$ cat config.mk
export PLATFORM = sky130hd
export DESIGN_NAME = priority_ready_queue_unit_flat
export DESIGN_NICKNAME = d
export VERILOG_FILES = /design/src/rtl/prq_pkg.sv /design/src/rtl/prq_if.sv /design/src/rtl/prq_ram.sv /design/src/rtl/prq_ctrl.sv /design/src/rtl/prq_datapath.sv /design/src/rtl/priority_ready_queue_unit.sv /design/src/flat_wrapper.sv
export SDC_FILE = /design/constraint.sdc
export NUM_CORES = 2
export LEC_CHECK = 0
export CORE_MARGIN = 2
export CORE_UTILIZATION = 55
export CTS_CLUSTER_DIAMETER = 80
export DETAILED_ROUTE_END_ITERATION = 8
export DONT_BUFFER_PORTS = 1
export PLACE_DENSITY = 0.67
export SYNTH_ARGS = -nofsm -noshare
export SYNTH_HDL_FRONTEND = slang
export SYNTH_SLANG_ARGS = --single-unit
$ cat constraint.sdc
create_clock -name i_clk -period 12.79 [get_ports i_clk]
set_clock_uncertainty 0.05 [all_clocks]
set_input_delay 0.6395 -clock i_clk [delete_from_list [all_inputs] [get_ports i_clk]]
set_output_delay 0.6395 -clock i_clk [all_outputs]
set_load 0.01 [all_outputs]
$ cat src/rtl/prq_pkg.sv
// shared constants, command codes and control structs of the priority ready queue
`default_nettype none
package prq_pkg;

    localparam int CMD_W   = 3;
    localparam int TASK_W  = 6;
    localparam int PRIO_W  = 6;

    localparam int DEF_PRIORITY_LEVELS = 64;
    localparam int DEF_TASK_SLOTS      = 64;

    localparam logic [CMD_W-1:0] CMD_ADD_POLICY = 3'd0;
    localparam logic [CMD_W-1:0] CMD_ADD_HEAD   = 3'd1;
    localparam logic [CMD_W-1:0] CMD_ADD_TAIL   = 3'd2;
    localparam logic [CMD_W-1:0] CMD_REMOVE     = 3'd3;
    localparam logic [CMD_W-1:0] CMD_MOVE_TAIL  = 3'd4;

    typedef struct packed {
        logic capture;
        logic look;
        logic fix;
        logic fetch;
        logic load;
    } t_dp_cmd;

    typedef struct packed {
        logic need_fix;
    } t_dp_stat;

endpackage
`default_nettype wire

$ cat src/rtl/prq_if.sv
// request and result channel interfaces of the priority ready queue
`default_nettype none
interface prq_req_if;
    logic                       valid;
    logic                       ready;
    logic [prq_pkg::CMD_W-1:0]  command;
    logic [prq_pkg::TASK_W-1:0] task_id;
    logic [prq_pkg::PRIO_W-1:0] task_priority;
    logic [prq_pkg::PRIO_W-1:0] active_priority;
    modport source (output valid, command, task_id, task_priority, active_priority,
                    input ready);
    modport sink (input valid, command, task_id, task_priority, active_priority,
                  output ready);
endinterface

interface prq_rsp_if;
    logic                       valid;
    logic                       ready;
    logic                       ready_valid;
    logic [prq_pkg::PRIO_W-1:0] top_priority;
    logic [prq_pkg::TASK_W-1:0] next_task;
    logic                       empty_error;
    modport source (output valid, ready_valid, top_priority, next_task, empty_error,
                    input ready);
    modport sink (input valid, ready_valid, top_priority, next_task, empty_error,
                  output ready);
endinterface
`default_nettype wire

$ cat src/rtl/prq_ram.sv
// generic single write port ram with registered read
`default_nettype none
module prq_ram #(
    parameter int WIDTH = 8,
    parameter int DEPTH = 64
) (
    input  wire logic                     i_clk,
    input  wire logic                     i_we,
    input  wire logic [$clog2(DEPTH)-1:0] i_waddr,
    input  wire logic [WIDTH-1:0]         i_wdata,
    input  wire logic                     i_re,
    input  wire logic [$clog2(DEPTH)-1:0] i_raddr,
    output logic      [WIDTH-1:0]         o_rdata
);
    logic [WIDTH-1:0] r_mem [DEPTH];

    always_ff @(posedge i_clk) begin
        if (i_we) begin
            r_mem[i_waddr] <= i_wdata;
        end
        if (i_re) begin
            o_rdata <= r_mem[i_raddr];
        end
    end
endmodule
`default_nettype wire

$ cat src/rtl/prq_ctrl.sv
// sequencing state machine and result handshake of the priority ready queue
`default_nettype none
module prq_ctrl (
    input  wire logic              i_clk,
    input  wire logic              i_rst_n,
    input  wire logic              i_in_valid,
    output logic                   o_in_ready,
    output logic                   o_out_valid,
    input  wire logic              i_out_ready,
    input  wire prq_pkg::t_dp_stat i_stat,
    output prq_pkg::t_dp_cmd       o_cmd
);
    import prq_pkg::*;

    typedef enum logic [4:0] {
        S_IDLE  = 5'b00001,
        S_LOOK  = 5'b00010,
        S_FIX   = 5'b00100,
        S_FETCH = 5'b01000,
        S_DONE  = 5'b10000
    } t_state;

    t_state r_state, n_state;
    logic   r_out_valid, n_out_valid;
    logic   load;

    assign o_in_ready  = (r_state == S_IDLE);
    assign o_out_valid = r_out_valid;
    assign load        = (r_state == S_DONE) && (!r_out_valid || i_out_ready);

    always_comb begin
        o_cmd         = '0;
        o_cmd.capture = (r_state == S_IDLE) && i_in_valid;
        o_cmd.look    = (r_state == S_LOOK);
        o_cmd.fix     = (r_state == S_FIX);
        o_cmd.fetch   = (r_state == S_FETCH);
        o_cmd.load    = load;
    end

    always_comb begin
        n_state = r_state;
        case (r_state)
            S_IDLE:  if (i_in_valid) n_state = S_LOOK;
            S_LOOK:  n_state = i_stat.need_fix ? S_FIX : S_FETCH;
            S_FIX:   n_state = S_FETCH;
            S_FETCH: n_state = S_DONE;
            S_DONE:  if (load) n_state = S_IDLE;
            default: n_state = S_IDLE;
        endcase
    end

    always_comb begin
        n_out_valid = r_out_valid;
        if (load) begin
            n_out_valid = 1'b1;
        end else if (i_out_ready) begin
            n_out_valid = 1'b0;
        end
    end

    always_ff @(posedge i_clk) begin
        if (!i_rst_n) begin
            r_state     <= S_IDLE;
            r_out_valid <= 1'b0;
        end else begin
            r_state     <= n_state;
            r_out_valid <= n_out_valid;
        end
    end

`ifndef SYNTHESIS
    a_fix_after_look: assert property (@(posedge i_clk) disable iff (!i_rst_n)
        (r_state == S_FIX) |-> $past(r_state == S_LOOK))
        else $error("fix step without preceding look step");
    a_fetch_to_done: assert property (@(posedge i_clk) disable iff (!i_rst_n)
        (r_state == S_FETCH) |=> (r_state == S_DONE))
        else $error("head fetch not followed by result stage");
    a_done_waits: assert property (@(posedge i_clk) disable iff (!i_rst_n)
        (r_state == S_DONE && r_out_valid && !i_out_ready) |=> (r_state == S_DONE))
        else $error("result overwritten while still pending");
`endif
endmodule
`default_nettype wire

$ cat src/rtl/prq_datapath.sv
// level bitmap, link memories and list update logic of the priority ready queue
`default_nettype none
module prq_datapath #(
    parameter int PRIORITY_LEVELS = prq_pkg::DEF_PRIORITY_LEVELS,
    parameter int TASK_SLOTS      = prq_pkg::DEF_TASK_SLOTS
) (
    input  wire logic                       i_clk,
    input  wire logic                       i_rst_n,
    input  wire prq_pkg::t_dp_cmd           i_cmd,
    output prq_pkg::t_dp_stat               o_stat,
    input  wire logic [prq_pkg::CMD_W-1:0]  i_command,
    input  wire logic [prq_pkg::TASK_W-1:0] i_task_id,
    input  wire logic [prq_pkg::PRIO_W-1:0] i_task_priority,
    input  wire logic [prq_pkg::PRIO_W-1:0] i_active_priority,
    output logic                            o_ready_valid,
    output logic      [prq_pkg::PRIO_W-1:0] o_top_priority,
    output logic      [prq_pkg::TASK_W-1:0] o_next_task,
    output logic                            o_empty_error
);
    import prq_pkg::*;

    localparam int TW = $clog2(TASK_SLOTS);
    localparam int LW = $clog2(PRIORITY_LEVELS);

    logic [CMD_W-1:0]           r_cmd;
    logic [TW-1:0]              r_t;
    logic [LW-1:0]              r_p;
    logic                       r_policy_tail;
    logic                       r_in_range;
    logic [PRIORITY_LEVELS-1:0] r_bitmap, n_bitmap;
    logic [TASK_SLOTS-1:0]      r_queued, n_queued;
    logic                       r_err, n_err;

    logic [TW-1:0] hd_q, tl_q, nx_q, pv_q;
    logic [LW-1:0] lvl_q;

    logic          hd_we, tl_we, nx_we, pv_we, lvl_we;
    logic [LW-1:0] hd_wa, tl_wa, hd_ra;
    logic [TW-1:0] nx_wa, pv_wa, nx_wd, pv_wd, hd_wd, tl_wd;

    logic          queued, busy, member, is_head, is_tail;
    logic [LW-1:0] best;

    // lowest busy level wins
    always_comb begin
        best = '0;
        for (int i = PRIORITY_LEVELS - 1; i >= 0; i--) begin
            if (r_bitmap[i]) best = LW'(i);
        end
    end

    always_ff @(posedge i_clk) begin
        if (i_cmd.capture) begin
            r_cmd         <= i_command;
            r_t           <= TW'(i_task_id);
            r_p           <= LW'(i_task_priority);
            r_policy_tail <= (i_task_priority == i_active_priority);
            r_in_range    <= (32'(i_task_id) < TASK_SLOTS)
                             && (32'(i_task_priority) < PRIORITY_LEVELS);
        end
    end

    assign queued  = r_queued[r_t];
    assign busy    = r_bitmap[r_p];
    assign member  = queued && (lvl_q == r_p);
    assign is_head = (r_t == hd_q);
    assign is_tail = (r_t == tl_q);

    always_comb begin
        hd_we = 1'b0; tl_we = 1'b0; nx_we = 1'b0; pv_we = 1'b0; lvl_we = 1'b0;
        hd_wa = r_p;  tl_wa = r_p;  hd_wd = r_t;  tl_wd = r_t;
        nx_wa = r_t;  nx_wd = hd_q; pv_wa = hd_q; pv_wd = r_t;
        n_bitmap = r_bitmap;
        n_queued = r_queued;
        n_err    = r_err;
        o_stat.need_fix = 1'b0;
        if (i_cmd.look) begin
            n_err = 1'b0;
            if (r_in_range) begin
                if ((r_cmd inside {CMD_ADD_POLICY, CMD_ADD_HEAD, CMD_ADD_TAIL}) && !queued) begin
                    n_queued[r_t] = 1'b1;
                    n_bitmap[r_p] = 1'b1;
                    lvl_we        = 1'b1;
                    if (!busy) begin
                        hd_we = 1'b1;
                        tl_we = 1'b1;
                    end else if (r_cmd == CMD_ADD_TAIL
                                 || (r_cmd == CMD_ADD_POLICY && r_policy_tail)) begin
                        pv_we = 1'b1; pv_wa = r_t;  pv_wd = tl_q;
                        nx_we = 1'b1; nx_wa = tl_q; nx_wd = r_t;
                        tl_we = 1'b1;
                    end else begin
                        nx_we = 1'b1; nx_wa = r_t;  nx_wd = hd_q;
                        pv_we = 1'b1; pv_wa = hd_q; pv_wd = r_t;
                        hd_we = 1'b1;
                    end
                end else if (r_cmd == CMD_REMOVE && member) begin
                    n_queued[r_t] = 1'b0;
                    if (is_head && is_tail) begin
                        n_bitmap[r_p] = 1'b0;
                    end else if (is_head) begin
                        hd_we = 1'b1; hd_wd = nx_q;
                    end else if (is_tail) begin
                        tl_we = 1'b1; tl_wd = pv_q;
                    end else begin
                        nx_we = 1'b1; nx_wa = pv_q; nx_wd = nx_q;
                        pv_we = 1'b1; pv_wa = nx_q; pv_wd = pv_q;
                    end
                    n_err = (n_bitmap == '0);
                end else if (r_cmd == CMD_MOVE_TAIL && member && !is_tail) begin
                    // a lone task or the tail itself stays where it is
                    tl_we = 1'b1;
                    if (is_head) begin
                        hd_we = 1'b1; hd_wd = nx_q;
                        pv_we = 1'b1; pv_wa = r_t;  pv_wd = tl_q;
                        nx_we = 1'b1; nx_wa = tl_q; nx_wd = r_t;
                    end else begin
                        nx_we = 1'b1; nx_wa = pv_q; nx_wd = nx_q;
                        pv_we = 1'b1; pv_wa = nx_q; pv_wd = pv_q;
                        o_stat.need_fix = 1'b1;
                    end
                end
            end
        end else if (i_cmd.fix) begin
            // second half of a middle move: append behind the old tail
            pv_we = 1'b1; pv_wa = r_t;  pv_wd = tl_q;
            nx_we = 1'b1; nx_wa = tl_q; nx_wd = r_t;
        end
    end

    always_ff @(posedge i_clk) begin
        if (!i_rst_n) begin
            r_bitmap <= '0;
            r_queued <= '0;
            r_err    <= 1'b0;
        end else begin
            r_bitmap <= n_bitmap;
            r_queued <= n_queued;
            r_err    <= n_err;
        end
    end

    assign hd_ra = i_cmd.fetch ? best : LW'(i_task_priority);

    prq_ram #(.WIDTH(TW), .DEPTH(PRIORITY_LEVELS)) u_head (
        .i_clk(i_clk), .i_we(hd_we), .i_waddr(hd_wa), .i_wdata(hd_wd),
        .i_re(i_cmd.capture | i_cmd.fetch), .i_raddr(hd_ra), .o_rdata(hd_q));
    prq_ram #(.WIDTH(TW), .DEPTH(PRIORITY_LEVELS)) u_tail (
        .i_clk(i_clk), .i_we(tl_we), .i_waddr(tl_wa), .i_wdata(tl_wd),
        .i_re(i_cmd.capture), .i_raddr(LW'(i_task_priority)), .o_rdata(tl_q));
    prq_ram #(.WIDTH(TW), .DEPTH(TASK_SLOTS)) u_next (
        .i_clk(i_clk), .i_we(nx_we), .i_waddr(nx_wa), .i_wdata(nx_wd),
        .i_re(i_cmd.capture), .i_raddr(TW'(i_task_id)), .o_rdata(nx_q));
    prq_ram #(.WIDTH(TW), .DEPTH(TASK_SLOTS)) u_prev (
        .i_clk(i_clk), .i_we(pv_we), .i_waddr(pv_wa), .i_wdata(pv_wd),
        .i_re(i_cmd.capture), .i_raddr(TW'(i_task_id)), .o_rdata(pv_q));
    prq_ram #(.WIDTH(LW), .DEPTH(TASK_SLOTS)) u_level (
        .i_clk(i_clk), .i_we(lvl_we), .i_waddr(r_t), .i_wdata(r_p),
        .i_re(i_cmd.capture), .i_raddr(TW'(i_task_id)), .o_rdata(lvl_q));

    always_ff @(posedge i_clk) begin
        if (i_cmd.load) begin
            o_ready_valid  <= |r_bitmap;
            o_top_priority <= (|r_bitmap) ? PRIO_W'(best) : '0;
            o_next_task    <= (|r_bitmap) ? TASK_W'(hd_q) : '0;
            o_empty_error  <= r_err;
        end
    end
endmodule
`default_nettype wire

$ cat src/rtl/priority_ready_queue_unit.sv
// top level of the priority ready queue: controller, datapath and channel wiring
//
// channel  | dir | fields
// i_req    | in  | command, task_id, task_priority, active_priority
// o_rsp    | out | ready_valid, top_priority, next_task, empty_error
//
// the result is loaded after the request is accepted, through the look, fetch and
// done steps, with a fix step after look for a move to tail of a task in the middle
// of its list (the next and prev link rams have one write port each, so the unlink
// and the append take separate cycles). the next request is accepted in the cycle
// after the load, so a new request is not taken before the last result is loaded.
// the result sits in an output register until taken; a request that reaches done
// while it is still pending waits there. reset clears the level bitmap and the
// per-task queued flags; the link rams need no clearing.
`default_nettype none
module priority_ready_queue_unit #(
    parameter int PRIORITY_LEVELS = prq_pkg::DEF_PRIORITY_LEVELS,
    parameter int TASK_SLOTS      = prq_pkg::DEF_TASK_SLOTS
) (
    input  wire logic i_clk,
    input  wire logic i_rst_n,
    prq_req_if.sink   i_req,
    prq_rsp_if.source o_rsp
);
    import prq_pkg::*;

    t_dp_cmd  cmd;
    t_dp_stat stat;

    prq_ctrl u_ctrl (
        .i_clk(i_clk), .i_rst_n(i_rst_n),
        .i_in_valid(i_req.valid), .o_in_ready(i_req.ready),
        .o_out_valid(o_rsp.valid), .i_out_ready(o_rsp.ready),
        .i_stat(stat), .o_cmd(cmd));

    prq_datapath #(.PRIORITY_LEVELS(PRIORITY_LEVELS), .TASK_SLOTS(TASK_SLOTS)) u_dp (
        .i_clk(i_clk), .i_rst_n(i_rst_n), .i_cmd(cmd), .o_stat(stat),
        .i_command(i_req.command), .i_task_id(i_req.task_id),
        .i_task_priority(i_req.task_priority),
        .i_active_priority(i_req.active_priority),
        .o_ready_valid(o_rsp.ready_valid), .o_top_priority(o_rsp.top_priority),
        .o_next_task(o_rsp.next_task), .o_empty_error(o_rsp.empty_error));
endmodule
`default_nettype wire
$ cat src/flat_wrapper.sv
// flat-port wrapper written by rule: the top's interface ports become plain ports
module priority_ready_queue_unit_flat import prq_pkg::*;
#(
    parameter int PRIORITY_LEVELS = prq_pkg::DEF_PRIORITY_LEVELS,
    parameter int TASK_SLOTS      = prq_pkg::DEF_TASK_SLOTS
)
  (i_clk, i_rst_n, i_req_valid, i_req_command, i_req_task_id, i_req_task_priority, i_req_active_priority, i_req_ready, o_rsp_valid, o_rsp_ready_valid, o_rsp_top_priority, o_rsp_next_task, o_rsp_empty_error, o_rsp_ready);
  prq_req_if i_req_i ();
  prq_rsp_if o_rsp_i ();
  input  wire logic i_clk;
  input  wire logic i_rst_n;
  input wire logic [$bits(i_req_i.valid)-1:0] i_req_valid;
  input wire logic [$bits(i_req_i.command)-1:0] i_req_command;
  input wire logic [$bits(i_req_i.task_id)-1:0] i_req_task_id;
  input wire logic [$bits(i_req_i.task_priority)-1:0] i_req_task_priority;
  input wire logic [$bits(i_req_i.active_priority)-1:0] i_req_active_priority;
  output wire logic [$bits(i_req_i.ready)-1:0] i_req_ready;
  output wire logic [$bits(o_rsp_i.valid)-1:0] o_rsp_valid;
  output wire logic [$bits(o_rsp_i.ready_valid)-1:0] o_rsp_ready_valid;
  output wire logic [$bits(o_rsp_i.top_priority)-1:0] o_rsp_top_priority;
  output wire logic [$bits(o_rsp_i.next_task)-1:0] o_rsp_next_task;
  output wire logic [$bits(o_rsp_i.empty_error)-1:0] o_rsp_empty_error;
  input wire logic [$bits(o_rsp_i.ready)-1:0] o_rsp_ready;
  assign i_req_i.valid = i_req_valid;
  assign i_req_i.command = i_req_command;
  assign i_req_i.task_id = i_req_task_id;
  assign i_req_i.task_priority = i_req_task_priority;
  assign i_req_i.active_priority = i_req_active_priority;
  assign i_req_ready = i_req_i.ready;
  assign o_rsp_valid = o_rsp_i.valid;
  assign o_rsp_ready_valid = o_rsp_i.ready_valid;
  assign o_rsp_top_priority = o_rsp_i.top_priority;
  assign o_rsp_next_task = o_rsp_i.next_task;
  assign o_rsp_empty_error = o_rsp_i.empty_error;
  assign o_rsp_i.ready = o_rsp_ready;
  priority_ready_queue_unit #(.PRIORITY_LEVELS(PRIORITY_LEVELS), .TASK_SLOTS(TASK_SLOTS)) u_core (.i_clk(i_clk), .i_rst_n(i_rst_n), .i_req(i_req_i), .o_rsp(o_rsp_i));
endmodule
==> metrics.md <==
| Metric | Value |
|---|---|
| Status | finished, violations left |
| Failing checks | DRC |
| EDFF count, synth | 1980 |
| Drt first pass iters | 9 |
| Unique masters post-synth | 87 |
| Tot GR Track Use | 27.0% |
| Crit path launch type | flip-flop |
| Relative max-transition margin | 16.9% |
| Clock latency on the worst-skew pair | 0.84 ns |
| Top FF cell, synth | edfxtp_1 |
| Worst-Margin Slew | 1.21 ns |
| Syn nets | 4835 |
| Syn_area_per_cell | 17.8 um^2 |
| Largest net degree at the start of global routing | 290 |
| Vias | 45800 |
| Register bit total from synthesis | 2115 |
| Worst VDD drop | 160 uV |
| Placement row count | 144 |
| Sinks on Clock Net | 2115 |
| Fin Setup TNS | 0 ns |
| CTS buffer count | 205 |
| Inst Count DP | 6613 |
| Die ar. | 159000 um^2 |
| DRC Markers | 3 |
| Worst path cell trace | buf_4, xor2_1, nor4_1, nand3_1, a31oi_2, o211ai_2, a31oi_4, o221a_2, buf_4, and2b_1, nand3_1, nor2_1 |
| Finished Core Util | 61.4% |
| Final Instance Count excl. Fillers | 7022 |
| Asr flop ratio synth | 0% |
| Ys Warns | 0 |
| Slowest CP cell | edfxtp_1 |
| Multi-input logic area | 22500 um^2 |
| P per Cell Area | 153 nW/um^2 |
| Final setup vio count | 0 |
| Cell area after synthesis | 85800 um^2 |
| Post-CTS setup buffer count | 0 |
| CP Capture Type | flip-flop |
| Clock period minus worst slack | 6.41 ns |
| H-tree levels | 4 |
| ANT nets after route | 0 |
| Proportion of layout cells with a drive suffix above 1 | 19.3% |
| Most frequent cells in the layout | edfxtp_1 (1980), mux4_2 (522), nor2_1 (378), nand2_1 (342), o21ai_0 (207) |
| CP delay by family, top | simple AND/OR/NAND/NOR gates |
| Clock slew at reported path FFs | 0.07 ns |
| CTS root buf | clkbuf_16 |
| Synth Instances | 4810 |
| Slowest stage delay, CP | 1.01 ns |
| RSZ-0062 raised after global routing | false |
| Initial antenna violation count | 6 |
| Initial DRC count | 5559 |
| Nets | 4820 |
| Vias in the first global route | 45100 |
| Die Width | 399 um |
| Vias per cell | 6.52 |
| PostCTS Resize Cnt | 0 |
| Final Hold Viols | 0 |
| Most common cell after layout, fill and taps aside | edfxtp_1 |
| First-pass GRT wire length | 312000 um |
| Fillers | 10800 |
| Starting density of the core | 55.6% |
| Sequential fraction of the synthesis area | 72.5% |
| Core Footprint | 154000 um^2 |
| Drt total wl | 212000 um |
| Pwr Total | 14.5 mW |
| Area grow syn2layout | 10.5% |
| Input/output buffers | 0 |
| CTS tree | yes |
| CTS max path bufs | 3 |
| CTS hold repair buffers | 19 |
| Crit path kind | flip-flop to flip-flop |
| Critical path fanouts, max | 66 |
| Hold_ws | 0.0485 ns |
| Arr. time, crit path | 6.83 ns |
| Reported max-cap violation count | 0 |
| # IOs | 41 |
| Leakage Power | 29.5 nW |
| Final Max Slew Viols | 0 |
| Die Height | 399 um |
| Wire per inst | 30.2 um |
| Reg area | 62200 um^2 |
| Hold WC Path Type | input pin to flip-flop |
| Global placer's final weighted congestion | 0.977 |
| Grt ovf | 0 |
| CP Data Required Time | 13.20 ns |
| DP HPWL | 129000 um |
| Buffers & Inverters on Critical Path | 2 |
| Achievable clock frequency | 156 MHz |
| Period utilization | 50.1% |
-- Yosys cell counts, drive strengths merged (13+ instances only) --
cell type  count  area (um^2)
mux2i         95          951
o21a          74          556
and3          19          124
inv           21         78.8
nor2         390         1480
a21oi         42          214
nand3b        17          128
o31a          65          569
o22ai         30          188
o21ai        209         1050
mux2          13          146
or2           14         87.6
a211oi        16          125
nor4          24          178
edfxtp      1980        59500
nand2        342         1280
nand2b        14         87.6
dfxtp        135         2700
a31oi         34          234
a32oi         19          166
nor3          24          120
and2          83          519
nand4         30          203
mux4         522        11800
or3           17          111
clkbuf       181          679
buf          120          557
nand3        103          515
nor2b         19          119
-- worst register-to-register path: stages, from the launching register on --
cell      delay, ns
edfxtp_1       1.01
buf_4          0.68
xor2_1         0.16
nor4_1         0.20
nand3_1        0.13
a31oi_2        0.56
o211ai_2       0.28
a31oi_4        0.46
o221a_2        0.26
buf_4          0.59
and2b_1        0.30
nand3_1        0.65
nor2_1         0.70
-- path summary, 6_finish.rpt --
kind,from,to,slack [ns],depth (start not counted)
hold reg to reg,flip-flop,flip-flop,0.52,2
setup reg to reg,u_core.u_dp.hd_wa[1]$_DFFE_PP_,u_core.u_dp.u_next.r_mem[57][4]$_DFFE_PP_,6.38,12
setup / recovery,u_core.u_dp.hd_wa[1]$_DFFE_PP_,u_core.u_dp.u_next.r_mem[57][4]$_DFFE_PP_,6.38,12
hold / removal,i_req_task_id[5],u_core.u_dp.u_level.o_rdata[1]$_DFFE_PP_,0.05,1
-- flip-flops by register name, indices dropped and copies added (netlist names), 3 cells and up, named ones only --
signal / count
u_core.u_dp.u_next.r_mem: 384
u_core.u_dp.u_prev.r_mem: 384
u_core.u_dp.o_top_priority: 6
u_core.u_dp.r_cmd: 3
u_core.u_dp.u_tail.r_mem: 384
u_core.u_dp.u_next.o_rdata: 6
u_core.u_ctrl.r_state: 5
u_core.u_dp.r_bitmap: 64
u_core.u_dp.u_level.r_mem: 384
u_core.u_dp.u_level.o_rdata: 6
u_core.u_dp.u_tail.o_rdata: 6
u_core.u_dp.u_head.r_mem: 384
u_core.u_dp.u_head.o_rdata: 6
u_core.u_dp.o_next_task: 6
u_core.u_dp.r_t: 6
u_core.u_dp.hd_wa: 6
u_core.u_dp.u_prev.o_rdata: 6
-- through the flow --
step	cell area [um^2]	setup slack, ns
after floorplan	85800	6.35
after global placement	87700	6.60
after detailed placement	87700	6.42
after CTS	94800	6.38
after global routing	94800	5.95
final	94800	6.38
-- cell type report --
type | instances | share of cell area [%]
timing repair buffer | 79 | 0.694
multi-input combinational | 2373 | 23.7
antenna | 7 | 0.0185
clock buffer | 253 | 5.65
tap | 2044 | 2.70
clock inverter | 130 | 1.58
inverter | 21 | 0.0831
sequential | 2115 | 65.6
-- routing by layer --
metal | up-vias | GRT usage [%] | wire length (um)
li1 | 19300 | - | -
met2 | 2289 | 42.9 | 103000
met1 | 23800 | 38.2 | 84800
met5 | - | 0 | 34
met4 | 6 | 8.78 | 6600
met3 | 378 | 5.06 | 17800
-- power by group --
part | total, mW | internal [mW] | switching [mW]
sequential | 7.69 | 7.66 | 0.0300
combinational | 0.704 | 0.255 | 0.449
clock | 6.12 | 3.51 | 2.61
-- kinds of logic (layout without fill, tap and decap cells) --
kind of cell | after synthesis | count (layout) | synth area share (%)
flops | 2115 | 2115 | 72.5
simple gates | 1132 | 1132 | 6.13
mux | 630 | 630 | 15.0
compound gates | 587 | 587 | 4.65
buf+inv | 322 | 483 | 1.53
xor+xnor | 24 | 24 | 0.245
other cells | 0 | 7 | 0
(Power assumes the default switching activity.)
